## src/sv/ubxp_pkg.sv

```systemverilog
// ----------------------------------------------------------------------------
// ubxp_pkg
// shared types and constants for the nav pvt frame parser
// ----------------------------------------------------------------------------
package ubxp_pkg;

   // frame phase codes
   localparam logic [3:0] PH_SYNC1   = 4'd0;
   localparam logic [3:0] PH_SYNC2   = 4'd1;
   localparam logic [3:0] PH_CLASS   = 4'd2;
   localparam logic [3:0] PH_IDENT   = 4'd3;
   localparam logic [3:0] PH_LEN_LO  = 4'd4;
   localparam logic [3:0] PH_LEN_HI  = 4'd5;
   localparam logic [3:0] PH_PAYLOAD = 4'd6;
   localparam logic [3:0] PH_CK_A    = 4'd7;
   localparam logic [3:0] PH_CK_B    = 4'd8;

   localparam logic [7:0]  SYNC1_BYTE   = 8'hB5;
   localparam logic [7:0]  SYNC2_BYTE   = 8'h62;
   localparam logic [7:0]  NAV_CLASS    = 8'h01;
   localparam logic [7:0]  PVT_IDENT    = 8'h07;
   localparam logic [15:0] PVT_MIN_LEN  = 16'd40;

   // floor(t / 1000) = (t * DIV_MULT) >> DIV_SHIFT for any 32-bit t
   localparam logic [31:0] DIV_MULT     = 32'd2199023256;
   localparam int          DIV_SHIFT    = 41;
   localparam int          FIX_TIME_W   = 23;
   localparam logic [FIX_TIME_W-1:0] FIX_TIME_MAX = 23'd4294967;

   typedef struct packed {
      logic [31:0]        tow_ms;
      logic [15:0]        week_number;
      logic [7:0]         fix_kind;
      logic               fix_ok;
      logic signed [31:0] lon_e7;
      logic signed [31:0] lat_e7;
      logic signed [31:0] altitude_mm;
   } pvt_fields_type;

   typedef struct packed {
      logic       emit;
      logic [3:0] phase;
   } fsm_status_type;

endpackage

```

## src/sv/ubxp_div1000.sv

```systemverilog
// ----------------------------------------------------------------------------
// ubxp_div1000
// microsecond to millisecond conversion by reciprocal multiplication
// ----------------------------------------------------------------------------
module ubxp_div1000 (
   input  logic [31:0]                      time_us,
   output logic [ubxp_pkg::FIX_TIME_W-1:0]  time_ms
);

   logic [63:0] product;

   assign product = {32'd0, time_us} * {32'd0, ubxp_pkg::DIV_MULT};
   assign time_ms = product[ubxp_pkg::DIV_SHIFT +: ubxp_pkg::FIX_TIME_W];

endmodule

```

## src/sv/ubxp_frame_fsm.sv

```systemverilog
// ----------------------------------------------------------------------------
// ubxp_frame_fsm
// byte-wide frame sync, fletcher checksum and pvt field capture
// ----------------------------------------------------------------------------
module ubxp_frame_fsm #(
   parameter int MAX_PAYLOAD = 128
) (
   input  logic                            clock,
   input  logic                            reset,
   input  logic                            step,
   input  logic [7:0]                      rx_byte,
   output ubxp_pkg::fsm_status_type        status,
   output ubxp_pkg::pvt_fields_type        fields
);

   logic [3:0]  phase_ff,   phase_in;
   logic [7:0]  class_ff,   class_in;
   logic [7:0]  ident_ff,   ident_in;
   logic [15:0] length_ff,  length_in;
   logic [7:0]  count_ff,   count_in;
   logic [7:0]  sum_a_ff,   sum_a_in;
   logic [7:0]  sum_b_ff,   sum_b_in;
   logic [7:0]  rx_sum_a_ff, rx_sum_a_in;
   logic [7:0]  run_a, run_b;
   logic [7:0]  count_next;
   logic [15:0] full_length;
   logic        emit;

   ubxp_pkg::pvt_fields_type fields_ff, fields_in;

   assign run_a       = sum_a_ff + rx_byte;
   assign run_b       = sum_b_ff + run_a;
   assign count_next  = count_ff + 8'd1;
   assign full_length = {rx_byte, length_ff[7:0]};

   always_comb begin
      phase_in    = phase_ff;
      class_in    = class_ff;
      ident_in    = ident_ff;
      length_in   = length_ff;
      count_in    = count_ff;
      sum_a_in    = sum_a_ff;
      sum_b_in    = sum_b_ff;
      rx_sum_a_in = rx_sum_a_ff;
      fields_in   = fields_ff;
      emit        = 1'b0;
      unique case (phase_ff)
         ubxp_pkg::PH_SYNC1: begin
            if (rx_byte == ubxp_pkg::SYNC1_BYTE) phase_in = ubxp_pkg::PH_SYNC2;
         end
         ubxp_pkg::PH_SYNC2: begin
            if (rx_byte == ubxp_pkg::SYNC2_BYTE) begin
               phase_in = ubxp_pkg::PH_CLASS;
               sum_a_in = 8'd0;
               sum_b_in = 8'd0;
            end else begin
               phase_in = ubxp_pkg::PH_SYNC1;
            end
         end
         ubxp_pkg::PH_CLASS: begin
            class_in = rx_byte;
            sum_a_in = run_a;
            sum_b_in = run_b;
            phase_in = ubxp_pkg::PH_IDENT;
         end
         ubxp_pkg::PH_IDENT: begin
            ident_in = rx_byte;
            sum_a_in = run_a;
            sum_b_in = run_b;
            phase_in = ubxp_pkg::PH_LEN_LO;
         end
         ubxp_pkg::PH_LEN_LO: begin
            length_in = {8'd0, rx_byte};
            sum_a_in  = run_a;
            sum_b_in  = run_b;
            phase_in  = ubxp_pkg::PH_LEN_HI;
         end
         ubxp_pkg::PH_LEN_HI: begin
            length_in = full_length;
            sum_a_in  = run_a;
            sum_b_in  = run_b;
            count_in  = 8'd0;
            if (full_length > 16'(MAX_PAYLOAD)) phase_in = ubxp_pkg::PH_SYNC1;
            else if (full_length == 16'd0)      phase_in = ubxp_pkg::PH_CK_A;
            else                                phase_in = ubxp_pkg::PH_PAYLOAD;
         end
         ubxp_pkg::PH_PAYLOAD: begin
            count_in = count_next;
            sum_a_in = run_a;
            sum_b_in = run_b;
            if ({8'd0, count_next} >= length_ff) phase_in = ubxp_pkg::PH_CK_A;
            // only the bytes that feed a result field are kept
            unique case (count_ff)
               8'd0:  fields_in.tow_ms[7:0]        = rx_byte;
               8'd1:  fields_in.tow_ms[15:8]       = rx_byte;
               8'd2:  fields_in.tow_ms[23:16]      = rx_byte;
               8'd3:  fields_in.tow_ms[31:24]      = rx_byte;
               8'd8:  fields_in.week_number[7:0]   = rx_byte;
               8'd9:  fields_in.week_number[15:8]  = rx_byte;
               8'd20: fields_in.fix_kind           = rx_byte;
               8'd21: fields_in.fix_ok             = rx_byte[0];
               8'd24: fields_in.lon_e7[7:0]        = rx_byte;
               8'd25: fields_in.lon_e7[15:8]       = rx_byte;
               8'd26: fields_in.lon_e7[23:16]      = rx_byte;
               8'd27: fields_in.lon_e7[31:24]      = rx_byte;
               8'd28: fields_in.lat_e7[7:0]        = rx_byte;
               8'd29: fields_in.lat_e7[15:8]       = rx_byte;
               8'd30: fields_in.lat_e7[23:16]      = rx_byte;
               8'd31: fields_in.lat_e7[31:24]      = rx_byte;
               8'd32: fields_in.altitude_mm[7:0]   = rx_byte;
               8'd33: fields_in.altitude_mm[15:8]  = rx_byte;
               8'd34: fields_in.altitude_mm[23:16] = rx_byte;
               8'd35: fields_in.altitude_mm[31:24] = rx_byte;
               default: ;
            endcase
         end
         ubxp_pkg::PH_CK_A: begin
            rx_sum_a_in = rx_byte;
            phase_in    = ubxp_pkg::PH_CK_B;
         end
         ubxp_pkg::PH_CK_B: begin
            emit     = (rx_sum_a_ff == sum_a_ff) && (rx_byte == sum_b_ff) &&
                       (class_ff == ubxp_pkg::NAV_CLASS) &&
                       (ident_ff == ubxp_pkg::PVT_IDENT) &&
                       (length_ff >= ubxp_pkg::PVT_MIN_LEN);
            phase_in = ubxp_pkg::PH_SYNC1;
         end
         default: begin
            phase_in = ubxp_pkg::PH_SYNC1;
         end
      endcase
   end

   always_ff @(posedge clock) begin
      if (reset) begin
         phase_ff    <= ubxp_pkg::PH_SYNC1;
         class_ff    <= 8'd0;
         ident_ff    <= 8'd0;
         length_ff   <= 16'd0;
         count_ff    <= 8'd0;
         sum_a_ff    <= 8'd0;
         sum_b_ff    <= 8'd0;
         rx_sum_a_ff <= 8'd0;
      end else if (step) begin
         phase_ff    <= phase_in;
         class_ff    <= class_in;
         ident_ff    <= ident_in;
         length_ff   <= length_in;
         count_ff    <= count_in;
         sum_a_ff    <= sum_a_in;
         sum_b_ff    <= sum_b_in;
         rx_sum_a_ff <= rx_sum_a_in;
      end
   end

   always_ff @(posedge clock) begin
      if (step) begin
         fields_ff <= fields_in;
      end
   end

   assign status.emit  = emit;
   assign status.phase = phase_ff;
   assign fields       = fields_ff;

endmodule

```

## src/sv/ubx_frame_parser_pvt_extract.sv

```systemverilog
// ----------------------------------------------------------------------------
// ubx_frame_parser_pvt_extract
// nav pvt frame parser: serial bytes in, decoded position records out
// ----------------------------------------------------------------------------
// usage
//   request channel req_*: one received byte with its microsecond arrival time
//   per request. response channel rsp_*: one decoded pvt record, produced only
//   on the second checksum byte of a good nav pvt frame; other bytes give none.
//   a request passes an input register, then the frame machine updates on it
//   while the result register loads the record of the frame that the request
//   completes. throughput is one request per cycle while the receiver does
//   not stall a held record, set by the single byte-wide state step of the
//   frame machine; the divide by 1000 is one 32x32 multiply in the same step.
//   reset returns the machine to hunting the first sync byte and empties both
//   registers. while the receiver stalls a held record, one more request is
//   taken into the input register, then req_tready drops until the record
//   is taken.
// ----------------------------------------------------------------------------
module ubx_frame_parser_pvt_extract #(
   parameter int MAX_PAYLOAD = 128
) (
   input  logic         clock,
   input  logic         reset,
   input  logic         req_tvalid,
   output logic         req_tready,
   input  logic [39:0]  req_tdata,   // rx_byte, time_us
   output logic         rsp_tvalid,
   input  logic         rsp_tready,
   output logic [175:0] rsp_tdata    // tow_ms, week_number, fix_kind, fix_ok,
                                     // lon_e7, lat_e7, altitude_mm, fix_time_ms
);

   logic        in_valid_ff;
   logic [7:0]  in_byte_ff;
   logic [31:0] in_time_ff;
   logic        advance;
   logic        load_rsp;
   logic        rsp_valid_ff, rsp_valid_in;
   logic [175:0] rsp_data_ff;
   logic [ubxp_pkg::FIX_TIME_W-1:0] time_ms;

   ubxp_pkg::fsm_status_type status;
   ubxp_pkg::pvt_fields_type fields;

   assign advance    = in_valid_ff && (!rsp_valid_ff || rsp_tready);
   assign req_tready = !in_valid_ff || advance;
   assign load_rsp   = advance && status.emit;

   always_ff @(posedge clock) begin
      if (reset) begin
         in_valid_ff <= 1'b0;
      end else if (req_tready) begin
         in_valid_ff <= req_tvalid;
      end
   end

   always_ff @(posedge clock) begin
      if (req_tvalid && req_tready) begin
         in_byte_ff <= req_tdata[7:0];
         in_time_ff <= req_tdata[39:8];
      end
   end

   ubxp_frame_fsm #(
      .MAX_PAYLOAD (MAX_PAYLOAD)
   ) u_fsm (
      .clock   (clock),
      .reset   (reset),
      .step    (advance),
      .rx_byte (in_byte_ff),
      .status  (status),
      .fields  (fields)
   );

   ubxp_div1000 u_div (
      .time_us (in_time_ff),
      .time_ms (time_ms)
   );

   assign rsp_valid_in = advance ? status.emit : (rsp_valid_ff && !rsp_tready);

   always_ff @(posedge clock) begin
      if (reset) begin
         rsp_valid_ff <= 1'b0;
      end else begin
         rsp_valid_ff <= rsp_valid_in;
      end
   end

   // payload bytes of the current frame are final once the second checksum arrives
   always_ff @(posedge clock) begin
      if (load_rsp) begin
         rsp_data_ff <= {time_ms, fields.altitude_mm, fields.lat_e7, fields.lon_e7,
                         fields.fix_ok, fields.fix_kind, fields.week_number,
                         fields.tow_ms};
      end
   end

   assign rsp_tvalid = rsp_valid_ff;
   assign rsp_tdata  = rsp_data_ff;

   a_emit_on_second_checksum: assert property (@(posedge clock) disable iff (reset)
      status.emit |-> (status.phase == ubxp_pkg::PH_CK_B))
      else $error("record raised outside the second checksum byte");

   a_load_shows_record: assert property (@(posedge clock) disable iff (reset)
      load_rsp |=> rsp_tvalid)
      else $error("loaded record not presented");

   a_stall_only_when_full: assert property (@(posedge clock) disable iff (reset)
      !req_tready |-> (in_valid_ff && rsp_valid_ff && !rsp_tready))
      else $error("request side stalled without a held record");

   a_fix_time_range: assert property (@(posedge clock) disable iff (reset)
      load_rsp |=> (rsp_data_ff[175:153] <= ubxp_pkg::FIX_TIME_MAX))
      else $error("millisecond time out of range");

endmodule

```

## config.mk

```make
export PLATFORM = sky130hd
export DESIGN_NAME = ubx_frame_parser_pvt_extract
export DESIGN_NICKNAME = d
export VERILOG_FILES = /design/src/sv/ubxp_pkg.sv /design/src/sv/ubxp_div1000.sv /design/src/sv/ubxp_frame_fsm.sv /design/src/sv/ubx_frame_parser_pvt_extract.sv
export SDC_FILE = /design/constraint.sdc
export NUM_CORES = 1
export LEC_CHECK = 0
export ABC_AREA = 1
export BUFFER_PORTS_ARGS = -buffer_cell sky130_fd_sc_hd__buf_2
export CAP_MARGIN = 20
export CORE_MARGIN = 4
export CORE_UTILIZATION = 65
export CTS_CLUSTER_SIZE = 30
export DETAILED_ROUTE_END_ITERATION = 10
export GPL_TIMING_DRIVEN = 0
export HOLD_SLACK_MARGIN = 0.1
export PLACE_DENSITY = 0.94
export SLEW_MARGIN = 20
export SYNTH_ARGS = -nofsm -noshare
export SYNTH_HDL_FRONTEND = slang
export SYNTH_SLANG_ARGS = --single-unit
```

## constraint.sdc

```tcl
create_clock -name clock -period 24 [get_ports clock]
set_clock_uncertainty 0.1 [all_clocks]
set_input_delay 1.2 -clock clock [delete_from_list [all_inputs] [get_ports clock]]
set_output_delay 1.2 -clock clock [all_outputs]
set_load 0.02 [all_outputs]
```

==> results summary <==
Summed over all nets, the half-perimeter wirelength after detailed placement is 65290 µm. Setup slack closes at 16740 ps. The number of buffers inserted by post-CTS setup repair is 0. The relative area change from synthesis to final layout is 11.57%.

The final weighted congestion in routability-driven placement came out at 0.9965. The tree is rooted in a clkbuf_16. The register area came out at 12480 µm². The number of iterations in the first detailed-routing pass is 9. The number of clock buffers inserted by TritonCTS came out at 43. The number of inserted diodes is 0. The floorplan step set the die height to 227.2 µm. The number of antenna-violating nets in the routed design is 0.

In this run the critical register-to-register path is launched from in_time_ff[10]$_DFFE_PP_. Leaving out fill and tap cells, the most frequent cell in the layout is inv_1. The floorplan step defined a die boundary enclosing 51610 µm². The footprint of the multi-input gates is 16010 µm².

Tracing the worst setup path back leads to its startpoint at in_time_ff[10]$_DFFE_PP_. TritonCTS built the clock tree. The kind of path behind the tightest hold check is reg -> reg. The number of cells on the worst reg-to-reg path is 20. The area of the placeable core came out at 47650 µm².

The termination of the worst setup path is rsp_tdata[153]$_DFFE_PP_. Setup violations remaining at the end of the flow were counted as 0. The quantity of hold-fixing buffers added after cts is 0. The fraction of post-synthesis cell area in the top cell type by area is 35.48%. The DRC violation count after routing is 0. The share of final-layout standard cells stronger than drive strength 1 is 10.32%.

The biggest fanout along the worst timing path came out at 11. The first global-routing pass estimated 128400 µm of wire. The via count of the routed design is 22500.

Based on the critical path, the design can be clocked at up to 137.8 MHz. Before CTS, the worst setup slack after placement is 16990 ps. In the post-synthesis netlist, the biggest area contributors are edfxtp_1 35%, fa_1 19%, ha_1 17%.

The worst-case clock buffer depth is 3. The post-cts repair resize count came out at 0. In this run, the number of DRC markers left after iteration 0 of detailed routing was 2282. After layout, the worst path uses 30.23% of the clock period.

The post-synthesis instance total is 2932. The net count of the mapped netlist came out at 3690. The routed length per placed instance is 21.61 µm. CTS saw 439 sinks.

The number of global-route vias before repair came out at 23520. The number of synthesis warnings is 0. The pin count of the biggest net entering global routing came out at 32. Clock latency on the worst-skew pair, taken at its later pin, is 580 ps. Of all cell types, the one taking the most synthesized area is edfxtp_1. The count of endpoints failing hold in the final timing report is 0. The number of max-cap violations came out at 0. The flow ran to the end, and the final reports show no timing, DRC or antenna violations.

The CTS H-tree depth is 2. The end of the worst register-to-register path is rsp_tdata[153]$_DFFE_PP_. 222 I/O pins were placed. Leaving out fill and tap cells, the most frequent cells in the layout are 699 x inv_1, 441 x nand2_1, 414 x ha_1.

STA classifies the critical path endpoint as a register. The initial antenna violation count came out at 1. Setup repair after global routing left no endpoint under its margin.

The final core utilization is 73.12%. The netlist area before placement came out at 31230 µm². The critical path class is reg -> reg. The clock period minus worst slack is 7256 ps. The per-instance average area after synthesis came out at 10.65 µm². The synthesized design contains 439 register bits. The number of distinct library cells after synthesis is 44. The residual overflow from global routing is 0. Clock-pin slew was measured on the worst setup and hold paths at 70 ps.

The data required time of the worst path is 24190 ps. For the worst setup path, the data arrival time is 7440 ps. The number of standard-cell rows in the floorplan is 80. The share of synthesized area occupied by flip-flops and latches came out at 39.97%. The floorplan step set the die width to 227.2 µm. The final-layout fill cell count is 3000. Port buffering added 220 buffers. The reg-to-reg setup timing slack is 16740 ps. The count of final max-slew check failures is 0. At the end of the flow, the number of nets in the layout was 3973. The initial core utilization is 65.54%.

The global-route usage over all layers is 32.86%. The vias per cell came out at 5.827. The sum of negative setup slack came out at 0 ps. The tightest slew margin relative to the limit came out at 32.34%.

STA classifies the critical path startpoint as a register. At the pin with the least slew margin, the transition time is 1015 ps. The total wirelength of the detailed-routed design is 83460 µm.
## layout make-up
type,count,area share (%)
clock inverters,27,0.7973
multi-input cells,1770,45.95
inverters,707,7.617
clock buffers,50,3.175
well taps,615,2.209
flip-flops and latches,439,35.83
repair buffers,238,4.148
plain buffers,16,0.2729
## through the flow
step	hold WS, ps	instances	area (µm²)
after floorplan	300.3	2932	31230
after CTS	310.0	3861	34820
after global routing	318.0	3862	34840
after detailed placement	304.5	3784	33440
after global placement	300.7	3767	33100
final	307.7	3862	34840
## sequential cells by signal, indices dropped and copies added (netlist names)
name	cells
in_byte_ff	8
in_time_ff	32
in_valid_ff	1
rsp_tdata	176
rsp_tvalid	1
u_fsm.class_ff	8
u_fsm.count_ff	8
u_fsm.fields	153
u_fsm.ident_ff	8
u_fsm.length_ff	16
u_fsm.phase_ff	4
u_fsm.rx_sum_a_ff	8
u_fsm.sum_a_ff	8
u_fsm.sum_b_ff	8
## worst max-delay path, stage by stage (launching register included)
cell	delay [ps]
edfxtp_1	900
ha_1	410
fa_1	420
fa_1	560
inv_1	60
fa_1	520
inv_1	60
fa_1	520
fa_1	450
fa_1	550
inv_1	60
fa_1	510
inv_1	70
ha_1	320
a21oi_1	260
o21ai_0	220
a21oi_1	320
nand3_1	260
nand2_1	150
a21o_1	120
nand2_1	120
## cells by family after synthesis
group                      after synthesis  synth area share (%)
DFF                                    439                 39.97
buffers and inverters                  723                 8.803
adders and majority gates              714                 35.82
xor gates and xnor gates                20                0.5609
AOI/OAI and AO/OA                      289                 4.984
and+or+nand+nor                        747                 9.861
## worst min path at each step
stage / startpoint / end / slack [ps] / depth (start not counted)
final: u_fsm.fields[71]$_DFFE_PP_ / rsp_tdata[64]$_DFFE_PP_ / 310 / 0
after global routing: u_fsm.fields[71]$_DFFE_PP_ / rsp_tdata[64]$_DFFE_PP_ / 320 / 0
after CTS: u_fsm.fields[115]$_DFFE_PP_ / rsp_tdata[42]$_DFFE_PP_ / 310 / 0
after detailed placement: u_fsm.fields[50]$_DFFE_PP_ / rsp_tdata[107]$_DFFE_PP_ / 300 / 0
after global placement: u_fsm.fields[100]$_DFFE_PP_ / rsp_tdata[51]$_DFFE_PP_ / 300 / 0
after floorplan: u_fsm.fields[121]$_DFFE_PP_ / rsp_tdata[0]$_DFFE_PP_ / 300 / 0
## synth_stat cells (all sizes together)
| cell type | n |
|---|---|
| a211o | 1 |
| a211oi | 8 |
| a21boi | 1 |
| a21o | 7 |
| a21oi | 165 |
| a22oi | 1 |
| a31oi | 2 |
| and2 | 2 |
| and3 | 1 |
| buf | 9 |
| clkbuf | 7 |
| dfxtp | 70 |
| edfxtp | 369 |
| fa | 300 |
| ha | 414 |
| inv | 707 |
| nand2 | 444 |
| nand2b | 1 |
| nand3 | 69 |
| nand3b | 1 |
| nand4 | 24 |
| nor2 | 160 |
| nor3 | 27 |
| nor3b | 1 |
| nor4 | 12 |
| o211ai | 3 |
| o21a | 5 |
| o21ai | 81 |
| o21bai | 12 |
| o22ai | 3 |
| or2 | 5 |
| xnor2 | 6 |
| xor2 | 14 |
## layer usage
layer,GRT usage [%],wire length [µm],vias to the layer above
li1,-,-,9995
met1,42.32,30360,10710
met2,53.56,39370,1416
met3,5.300,7912,380
met4,18.80,5821,0
met5,0,0,-
Power is left out: the tool's default activity adds up to more than one toggle a clock period on the data nets, which glitch-free logic cannot reach.
